### config.mk
export PLATFORM = sky130hd
export DESIGN_NAME = sliding_window_anagram_finder_flat
export DESIGN_NICKNAME = d
export VERILOG_FILES = /design/src/sv/swaf_pkg.sv /design/src/sv/swaf_in_if.sv /design/src/sv/swaf_out_if.sv /design/src/sv/sliding_window_anagram_finder.sv /design/src/flat_wrapper.sv
export SDC_FILE = /design/constraint.sdc
export NUM_CORES = 2
export LEC_CHECK = 0
export ABC_CLOCK_PERIOD_IN_PS = 14500
export BUFFER_PORTS_ARGS = -buffer_cell sky130_fd_sc_hd__buf_2
export CORE_AREA = 8 8 457 459
export CTS_CLUSTER_DIAMETER = 150
export DETAILED_ROUTE_END_ITERATION = 10
export DIE_AREA = 0 0 465 467
export GPL_TIMING_DRIVEN = 1
export SYNTH_ARGS = -nofsm -noshare
export SYNTH_HDL_FRONTEND = slang
export SYNTH_SLANG_ARGS = --single-unit
### constraint.sdc
create_clock -name clk -period 14.5 [get_ports clk]
set_clock_uncertainty 0.05 [all_clocks]
set_input_delay 1.45 -clock clk [delete_from_list [all_inputs] [get_ports clk]]
set_output_delay 1.45 -clock clk [all_outputs]
set_load 0.02 [all_outputs]
### src/sv/swaf_pkg.sv
// ----------------------------------------------------------------------------
// swaf_pkg: shared definitions for the sliding-window anagram finder
// Field widths, request kind codes and parameter defaults.
// ----------------------------------------------------------------------------
`default_nettype none

package swaf_pkg;

  // Payload field widths
  localparam int KIND_W   = 2;
  localparam int LETTER_W = 5;
  localparam int POS_W    = 32;

  // Parameter defaults
  localparam int MAX_WINDOW_DEF = 256;
  localparam int ALPHABET_DEF   = 26;

  // Request kinds; the fourth code is unused and ignored
  typedef enum logic [KIND_W-1:0] {
    KIND_PATTERN = 2'd0,
    KIND_TEXT    = 2'd1,
    KIND_CLEAR   = 2'd2
  } kind_t;

endpackage

`default_nettype wire

### src/sv/swaf_in_if.sv
// ----------------------------------------------------------------------------
// swaf_in_if: request channel of the anagram finder
// Valid/ready channel carrying one pattern letter, text letter or clear.
// ----------------------------------------------------------------------------
`default_nettype none

interface swaf_in_if import swaf_pkg::*; ();
  logic                valid;
  logic                ready;
  logic [KIND_W-1:0]   kind;
  logic [LETTER_W-1:0] letter;

  modport source (output valid, output kind, output letter, input ready);
  modport sink   (input valid, input kind, input letter, output ready);
endinterface

`default_nettype wire

### src/sv/swaf_out_if.sv
// ----------------------------------------------------------------------------
// swaf_out_if: result channel of the anagram finder
// Valid/ready channel carrying the start index of a matching window.
// ----------------------------------------------------------------------------
`default_nettype none

interface swaf_out_if import swaf_pkg::*; ();
  logic             valid;
  logic             ready;
  logic [POS_W-1:0] match_start;

  modport source (output valid, output match_start, input ready);
  modport sink   (input valid, input match_start, output ready);
endinterface

`default_nettype wire

### src/sv/sliding_window_anagram_finder.sv
// ----------------------------------------------------------------------------
// sliding_window_anagram_finder: reports every text index where the last
// pattern-length text letters are a permutation of the pattern.
//
// Requests on in_chan: a clear starts a new search, pattern letters build the
// target histogram (up to MAX_WINDOW of them), text letters stream after.
// Results on out_chan: one match_start per matching window, in text order.
// Throughput: one request per cycle unless a stall holds in_chan.ready low. The
// window's old letter is prefetched from the delay-line memory, so each text
// letter needs one read-modify-write pass over the two letter-count memories
// (two read ports, one write port each), with one-deep forwarding between
// consecutive requests. Results go from stage 1 into the result register.
// Reset (rst_n low, synchronous) empties the pipeline and the result
// register and marks every letter count as zero; no clearing pass is needed.
// When out_chan stalls, one result waits in the output register; requests
// keep flowing until a second result would be produced, then in_chan.ready
// drops until the waiting result is taken.
// ----------------------------------------------------------------------------
`default_nettype none

module sliding_window_anagram_finder import swaf_pkg::*; #(
  parameter int MAX_WINDOW = MAX_WINDOW_DEF,
  parameter int ALPHABET   = ALPHABET_DEF
) (
  input  wire logic  clk,
  input  wire logic  rst_n,
  swaf_in_if.sink    in_chan,
  swaf_out_if.source out_chan
);

  // Ring index, size counters, count memories and mismatch counter widths
  localparam int RW  = (MAX_WINDOW > 1) ? $clog2(MAX_WINDOW) : 1;
  localparam int PW  = $clog2(MAX_WINDOW + 1);
  localparam int CW  = PW + 1;
  localparam int AW  = $clog2(ALPHABET);
  localparam int DFW = $clog2(ALPHABET + 1);

  typedef enum logic [1:0] {OP_NOP, OP_PAT, OP_TXT, OP_CLR} op_t;

  // The window histogram minus the target histogram per letter is kept as
  // two counts: cnt_a counts text letters entering the window, cnt_b counts
  // pattern letters plus text letters leaving it. Their difference, modulo
  // 2^CW, is exact since it stays within +/- MAX_WINDOW.

  // Search control
  logic [PW-1:0]    psize_r, psize_nxt;
  logic [PW-1:0]    fill_r, fill_nxt;
  logic [RW-1:0]    head_r, head_nxt;
  logic [POS_W-1:0] pos_r, pos_nxt;
  logic             started_r, started_nxt;

  // Delay line
  logic [LETTER_W-1:0] ring_mem [MAX_WINDOW];
  logic [LETTER_W-1:0] ring_q_r;
  logic                ring_we;

  // Stage 1 request
  logic             s1_vld_r;
  op_t              s1_op_r, op_nxt;
  logic [AW-1:0]    s1_new_r, s1_old_r;
  logic             s1_rem_r, rem_nxt;
  logic             s1_rep_r, rep_nxt;
  logic [POS_W-1:0] s1_start_r;

  // Letter-count memories, valid bits and read data
  logic [CW-1:0]       cnt_a_mem [ALPHABET];
  logic [CW-1:0]       cnt_b_mem [ALPHABET];
  logic [ALPHABET-1:0] a_vld_r, b_vld_r;
  logic [CW-1:0]       a_new_q, a_old_q, b_new_q, b_old_q;

  // Forwarding of the latest write to each memory
  logic          fa_vld_r, fb_vld_r;
  logic [AW-1:0] fa_addr_r, fb_addr_r;
  logic [CW-1:0] fa_data_r, fb_data_r;

  logic [DFW-1:0] diff_r, diff_nxt;

  // Result register
  logic             out_vld_r;
  logic [POS_W-1:0] out_start_r;

  logic          accept, letter_ok, stall, s1_adv, match;
  logic [AW-1:0] in_addr, old_addr;
  logic [PW-1:0] head_p1, fill_p1;
  logic          full_before;

  logic [CW-1:0] a_n, a_o, b_n, b_o, d_n, d_o;
  logic          wa_en, wb_en;
  logic [AW-1:0] wb_addr;
  logic [CW-1:0] wa_data, wb_data;
  logic          bef_n, aft_n, bef_o, aft_o;

  assign accept    = in_chan.valid && in_chan.ready;
  assign letter_ok = 32'(in_chan.letter) < ALPHABET;
  assign in_addr   = AW'(in_chan.letter);
  assign old_addr  = AW'(ring_q_r);
  assign head_p1   = PW'(head_r) + PW'(1);
  assign fill_p1   = fill_r + PW'(1);
  assign full_before = fill_r >= psize_r;

  // Request decode and search control (head stays below psize by design)
  always_comb begin
    psize_nxt   = psize_r;
    fill_nxt    = fill_r;
    head_nxt    = head_r;
    pos_nxt     = pos_r;
    started_nxt = started_r;
    op_nxt      = OP_NOP;
    rem_nxt     = 1'b0;
    rep_nxt     = 1'b0;
    ring_we     = 1'b0;
    if (accept) begin
      unique case (in_chan.kind)
        KIND_CLEAR: begin
          psize_nxt   = '0;
          fill_nxt    = '0;
          head_nxt    = '0;
          pos_nxt     = '0;
          started_nxt = 1'b0;
          op_nxt      = OP_CLR;
        end
        KIND_PATTERN: begin
          if (letter_ok && !started_r && (32'(psize_r) < MAX_WINDOW)) begin
            psize_nxt = psize_r + PW'(1);
            op_nxt    = OP_PAT;
          end
        end
        KIND_TEXT: begin
          if (letter_ok) begin
            started_nxt = 1'b1;
            pos_nxt     = pos_r + POS_W'(1);
            if (psize_r != '0) begin
              op_nxt   = OP_TXT;
              ring_we  = 1'b1;
              head_nxt = (head_p1 >= psize_r) ? '0 : RW'(head_p1);
              rem_nxt  = full_before;
              if (!full_before) fill_nxt = fill_p1;
              rep_nxt  = full_before || (fill_p1 == psize_r);
            end
          end
        end
        default: ;
      endcase
    end
  end

  // Delay line: write the new letter, prefetch the slot the next text
  // letter will evict
  always_ff @(posedge clk) begin
    if (ring_we) ring_mem[head_r] <= in_chan.letter;
    if (ring_we && (head_nxt == head_r)) ring_q_r <= in_chan.letter;
    else                                 ring_q_r <= ring_mem[head_nxt];
  end

  // Current count values: forwarded write, memory data, or zero if unwritten
  always_comb begin
    if (fa_vld_r && (fa_addr_r == s1_new_r)) a_n = fa_data_r;
    else a_n = a_vld_r[s1_new_r] ? a_new_q : '0;
    if (fa_vld_r && (fa_addr_r == s1_old_r)) a_o = fa_data_r;
    else a_o = a_vld_r[s1_old_r] ? a_old_q : '0;
    if (fb_vld_r && (fb_addr_r == s1_new_r)) b_n = fb_data_r;
    else b_n = b_vld_r[s1_new_r] ? b_new_q : '0;
    if (fb_vld_r && (fb_addr_r == s1_old_r)) b_o = fb_data_r;
    else b_o = b_vld_r[s1_old_r] ? b_old_q : '0;
    d_n = a_n - b_n;
    d_o = a_o - b_o;
  end

  // Count updates and mismatch tracking
  always_comb begin
    wa_en   = 1'b0;
    wb_en   = 1'b0;
    wa_data = a_n + CW'(1);
    wb_addr = s1_new_r;
    wb_data = b_n + CW'(1);
    bef_n   = 1'b0;
    aft_n   = 1'b0;
    bef_o   = 1'b0;
    aft_o   = 1'b0;
    unique case (s1_op_r)
      OP_PAT: begin
        wb_en = 1'b1;
        bef_n = d_n != '0;
        aft_n = (d_n - CW'(1)) != '0;
      end
      OP_TXT: begin
        wa_en = 1'b1;
        if (s1_rem_r) begin
          wb_en   = 1'b1;
          wb_addr = s1_old_r;
          wb_data = b_o + CW'(1);
        end
        // evicting the same letter that enters leaves every difference as is
        if (!(s1_rem_r && (s1_old_r == s1_new_r))) begin
          bef_n = d_n != '0;
          aft_n = (d_n + CW'(1)) != '0;
          if (s1_rem_r) begin
            bef_o = d_o != '0;
            aft_o = (d_o - CW'(1)) != '0;
          end
        end
      end
      OP_CLR, OP_NOP: ;
      default: ;
    endcase
    if (s1_op_r == OP_CLR) diff_nxt = '0;
    else diff_nxt = diff_r + DFW'(aft_n) + DFW'(aft_o) - DFW'(bef_n) - DFW'(bef_o);
  end

  assign match  = (s1_op_r == OP_TXT) && s1_rep_r && (diff_nxt == '0);
  assign stall  = s1_vld_r && match && out_vld_r && !out_chan.ready;
  assign s1_adv = s1_vld_r && !stall;

  assign in_chan.ready        = !stall;
  assign out_chan.valid       = out_vld_r;
  assign out_chan.match_start = out_start_r;

  // Count memories: two reads at request accept, one write each from stage 1
  always_ff @(posedge clk) begin
    if (accept) begin
      a_new_q <= cnt_a_mem[in_addr];
      a_old_q <= cnt_a_mem[old_addr];
      b_new_q <= cnt_b_mem[in_addr];
      b_old_q <= cnt_b_mem[old_addr];
    end
    if (s1_adv && wa_en) cnt_a_mem[s1_new_r] <= wa_data;
    if (s1_adv && wb_en) cnt_b_mem[wb_addr]  <= wb_data;
  end

  // Stage 1 payload and forwarding data
  always_ff @(posedge clk) begin
    if (accept) begin
      s1_op_r    <= op_nxt;
      s1_new_r   <= in_addr;
      s1_old_r   <= old_addr;
      s1_rem_r   <= rem_nxt;
      s1_rep_r   <= rep_nxt;
      s1_start_r <= pos_r - POS_W'(psize_r) + POS_W'(1);
    end
    if (s1_adv && wa_en) begin
      fa_addr_r <= s1_new_r;
      fa_data_r <= wa_data;
    end
    if (s1_adv && wb_en) begin
      fb_addr_r <= wb_addr;
      fb_data_r <= wb_data;
    end
    if (s1_adv && match) out_start_r <= s1_start_r;
  end

  // Control state
  always_ff @(posedge clk) begin
    if (!rst_n) begin
      psize_r   <= '0;
      fill_r    <= '0;
      head_r    <= '0;
      pos_r     <= '0;
      started_r <= 1'b0;
      s1_vld_r  <= 1'b0;
      a_vld_r   <= '0;
      b_vld_r   <= '0;
      fa_vld_r  <= 1'b0;
      fb_vld_r  <= 1'b0;
      diff_r    <= '0;
      out_vld_r <= 1'b0;
    end else begin
      psize_r   <= psize_nxt;
      fill_r    <= fill_nxt;
      head_r    <= head_nxt;
      pos_r     <= pos_nxt;
      started_r <= started_nxt;
      if (accept)      s1_vld_r <= 1'b1;
      else if (s1_adv) s1_vld_r <= 1'b0;
      if (s1_adv) begin
        diff_r <= diff_nxt;
        if (s1_op_r == OP_CLR) begin
          a_vld_r  <= '0;
          b_vld_r  <= '0;
          fa_vld_r <= 1'b0;
          fb_vld_r <= 1'b0;
        end else begin
          if (wa_en) begin
            a_vld_r[s1_new_r] <= 1'b1;
            fa_vld_r          <= 1'b1;
          end
          if (wb_en) begin
            b_vld_r[wb_addr] <= 1'b1;
            fb_vld_r         <= 1'b1;
          end
        end
      end
      if (s1_adv && match)     out_vld_r <= 1'b1;
      else if (out_chan.ready) out_vld_r <= 1'b0;
    end
  end

endmodule

`default_nettype wire

### src/flat_wrapper.sv
// flat-port wrapper written by rule: the top's interface ports become plain ports
module sliding_window_anagram_finder_flat import swaf_pkg::*;
#(
  parameter int MAX_WINDOW = MAX_WINDOW_DEF,
  parameter int ALPHABET   = ALPHABET_DEF
)
  (clk, rst_n, in_chan_valid, in_chan_kind, in_chan_letter, in_chan_ready, out_chan_valid, out_chan_match_start, out_chan_ready);
  swaf_in_if in_chan_i ();
  swaf_out_if out_chan_i ();
  input  wire logic clk;
  input  wire logic rst_n;
  input wire logic [$bits(in_chan_i.valid)-1:0] in_chan_valid;
  input wire logic [$bits(in_chan_i.kind)-1:0] in_chan_kind;
  input wire logic [$bits(in_chan_i.letter)-1:0] in_chan_letter;
  output wire logic [$bits(in_chan_i.ready)-1:0] in_chan_ready;
  output wire logic [$bits(out_chan_i.valid)-1:0] out_chan_valid;
  output wire logic [$bits(out_chan_i.match_start)-1:0] out_chan_match_start;
  input wire logic [$bits(out_chan_i.ready)-1:0] out_chan_ready;
  assign in_chan_i.valid = in_chan_valid;
  assign in_chan_i.kind = in_chan_kind;
  assign in_chan_i.letter = in_chan_letter;
  assign in_chan_ready = in_chan_i.ready;
  assign out_chan_valid = out_chan_i.valid;
  assign out_chan_match_start = out_chan_i.match_start;
  assign out_chan_i.ready = out_chan_ready;
  sliding_window_anagram_finder #(.MAX_WINDOW(MAX_WINDOW), .ALPHABET(ALPHABET)) u_core (.clk(clk), .rst_n(rst_n), .in_chan(in_chan_i), .out_chan(out_chan_i));
endmodule
==> out/results.txt <==
Avg Cell Area, Syn - 16.8 sq um
Slew headroom - 12.5%
H-tree Lvls - 4
Grt total ovfl - 0
CP max-delay cell - sky130_fd_sc_hd__edfxtp_1
Final count of negative-setup-slack endpoints - 0
Measured slew at the worst slew-check pin - 1.31 ns
Fillers - 16,400
Number of buffer cells added on primary ports - 44
Post-cts repair resize count - 0
Total number of vias - 49,600
Routability Congestion - 0.858
Detailed Route Iter0 Violations - 5,887
Worst-Skew Late Latency - 0.86 ns
Clock net sink count - 2,076
TritonCTS clock tree - built
Synth-to-Final Area Change - 11.6%
Remaining routing DRC violations - 0
Setup Total Neg Slack - 0 ns
Max Slew Vio Count - 0
Clock Path Buffers - 3
Netlist area before placement - 90,200 sq um
Wire length of the first global-routing pass - 342 mm
Cells after Synth - 5,353
Worst Path Required - 13.00 ns
Category of the worst setup path capture point - primary output
Number of core rows - 165
Count of flip-flops with a built-in enable after synthesis - 1,948
Seq/Total Area, Yosys - 67.7%
Full die area - 217,000 sq um
Maximum clock frequency - 0.0921 GHz
CTS Buf Count - 210
Remaining antenna violation count - 0
Placeable core region - 201,000 sq um
Period utilization - 74.9%
Post-layout util - 50.0%
Status - finished, final reports clean
WL/cell - 28.3 um
Initial cell density of the core - 44.8%
Path type of the worst min-delay path - reg -> reg
Global-route met2 utilization - 32.5%
Maximum resistive drop on vdd - 0.000121 V
Static power due to leakage - 32.3 nW
Yosys warning total - 0
Overall die height - 467 um
Register bit total from synthesis - 2,076
Maximum number of pins on one net before global-route repair - 148
Antenna violations before repair - 9
Number of hold-repair buffers added at the cts stage - 0
DIE WIDTH - 465 um
Maximum net fanout on the critical path - 20
Unrepaired setup endpoints after global routing - false
I/O pin count - 45
Commonest cells after routing, fill and taps aside - 1,948 x sky130_fd_sc_hd__edfxtp_1, 491 x sky130_fd_sc_hd__mux4_2, 448 x sky130_fd_sc_hd__nor2_1, 326 x sky130_fd_sc_hd__mux2i_1, 212 x sky130_fd_sc_hd__clkbuf_16
Count of final hold-check violations - 0
Storage cell area - 61,100 sq um
Proportion of layout cells with a drive suffix above 1 - 19.6%
Power density relative to cell area - 124 nW/um^2
Met1 Resource Use GR - 31.0%
Largest stage delay on the critical path - 0.86 ns
Maxcap violations - 0
Arrival time reported for the critical path endpoint - 9.36 ns
Number of nets in the final layout - 5,514
Leading cell type in the layout, fill and taps excluded - sky130_fd_sc_hd__edfxtp_1
Total global-route track usage - 21.0%
# Post-CTS Setup Buffers - 0
Count of unique library cells instantiated by Yosys - 78
Cell seen most often among critical-path stages - sky130_fd_sc_hd__fa_1
Most used routing layer in global routing - met2
Final HPWL DP - 146 mm
Share of flip-flops with an asynchronous set or reset - 0%
Area taken by multi-input logic gates - 27,600 sq um
Crit Path Class - reg -> out
Average via count per standard cell - 6.02
Via count of the first global-routing pass - 49,200
Synthesized net count - 5,485
Startpoint types - register
Met3 track demand over resource in global routing - 3.49%
Detailed-route wire length - 233 mm
Most instantiated flip-flop cell in the synthesis netlist - sky130_fd_sc_hd__edfxtp_1
1st-pass router iterations - 7
Final critical path time including I/O delays and setup - 10.86 ns
Clk slew on worst S/H paths - 0.07 ns
Root buffer selected by CTS - sky130_fd_sc_hd__clkbuf_16
## Yosys cell counts (46+ instances only)
cell type                  number  area share (%)
sky130_fd_sc_hd__a21oi_1      108            0.60
sky130_fd_sc_hd__mux2i_1      326             3.6
sky130_fd_sc_hd__ha_1         115             1.6
sky130_fd_sc_hd__o21ai_0      125            0.69
sky130_fd_sc_hd__mux4_2       492              12
sky130_fd_sc_hd__edfxtp_1    1948              65
sky130_fd_sc_hd__nor2_1       453             1.9
sky130_fd_sc_hd__nand2_1      216            0.90
sky130_fd_sc_hd__a22oi_1       83            0.69
sky130_fd_sc_hd__nor2b_1       85            0.59
sky130_fd_sc_hd__xnor2_1       94            0.91
sky130_fd_sc_hd__dfxtp_1      128             2.8
sky130_fd_sc_hd__a22o_1        50            0.49
sky130_fd_sc_hd__mux2_2        67            0.84
sky130_fd_sc_hd__o211ai_1      46            0.38
sky130_fd_sc_hd__inv_1         97            0.40
sky130_fd_sc_hd__buf_2         73            0.41
sky130_fd_sc_hd__clkbuf_1     186            0.77
## path summary, 6_finish.rpt
kind | start | to | slack, ns | cells past startpoint
worst max-delay path | u_core.s1_new_r[4] | in_chan_ready | 3.64 | 28
worst min-delay path | u_core.s1_start_r[7] | u_core.out_chan.match_start[7] | 0.36 | 0
worst min register to register | u_core.s1_start_r[7] | u_core.out_chan.match_start[7] | 0.36 | 0
worst max register to register | u_core.s1_new_r[4] | u_core.cnt_b_mem[21][4] | 3.66 | 32
## cell type report
class	count	area share, %
sequential	2076	60.7
clock buffer	252	5.53
clock inverter	142	1.63
antenna	3	0.00746
timing repair buffer	137	1.05
multi-input combinational	2858	27.4
tap	2672	3.32
inverter	99	0.372
## cell families (layout without fill, tap and decap cells)
group	count (synthesis)	after routing	share of synthesized area (%)
buf+inv	419	630	1.98
simple gates	995	995	5.01
flops	2076	2076	67.7
xor+xnor	140	140	1.37
mux	885	885	16.7
fa+ha+maj	123	123	1.75
compound gates	715	715	5.45
other cells	0	3	0
## registers in the layout, summed over array words and instances, names as in the netlist, 26 cells and up, named ones only
| register | count |
|---|---|
| u_core.out_chan.match_start | 32 |
| u_core.s1_start_r | 32 |
| u_core.cnt_b_mem | 260 |
| u_core.pos_r | 32 |
| u_core.b_vld_r | 26 |
| u_core.ring_mem | 1280 |
| u_core.cnt_a_mem | 260 |
| u_core.a_vld_r | 26 |
## stage by stage
stage / worst slack, ns / total power, mW / instances / hold WS (ns) / cell area (sq um)
3_5_place_dp: 3.82 / 7.01 / 7842 / 0.355 / 93500
6_report: 3.64 / 12.5 / 8239 / 0.359 / 101000
2_1_floorplan: 3.59 / 6.85 / 5353 / 0.350 / 90200
3_3_place_gp: 4.09 / 7.00 / 7842 / 0.353 / 93500
5_1_grt: 3.19 / 12.8 / 8238 / 0.363 / 101000
4_1_cts: 3.71 / 12.6 / 8236 / 0.361 / 101000
## worst max-delay path: cells and delay by family, from the launching register on
| family | cells | cell delay, ns |
|---|---|---|
| adders and majority gates | 7 | 2.44 |
| DFF | 1 | 0.86 |
| xor gates and xnor gates | 2 | 0.34 |
| AOI/OAI and AO/OA | 8 | 1.85 |
| buffers and inverters | 4 | 0.56 |
| and+or+nand+nor | 7 | 2.44 |
## metal layers
layer	vias up	part of all wire, %
li1	21400	-
met1	25900	44
met2	1932	46
met3	351	7.2
met4	0	2.8
met5	-	0
## power by group
part / leakage, nW / internal [mW] / total (mW) / switching (mW)
clock network: 3.49 / 3.24 / 5.61 / 2.37
registers: 18.7 / 6.55 / 6.56 / 0.0170
logic: 10.1 / 0.0901 / 0.315 / 0.225
Note: power is estimated with default switching activity, not from simulation.
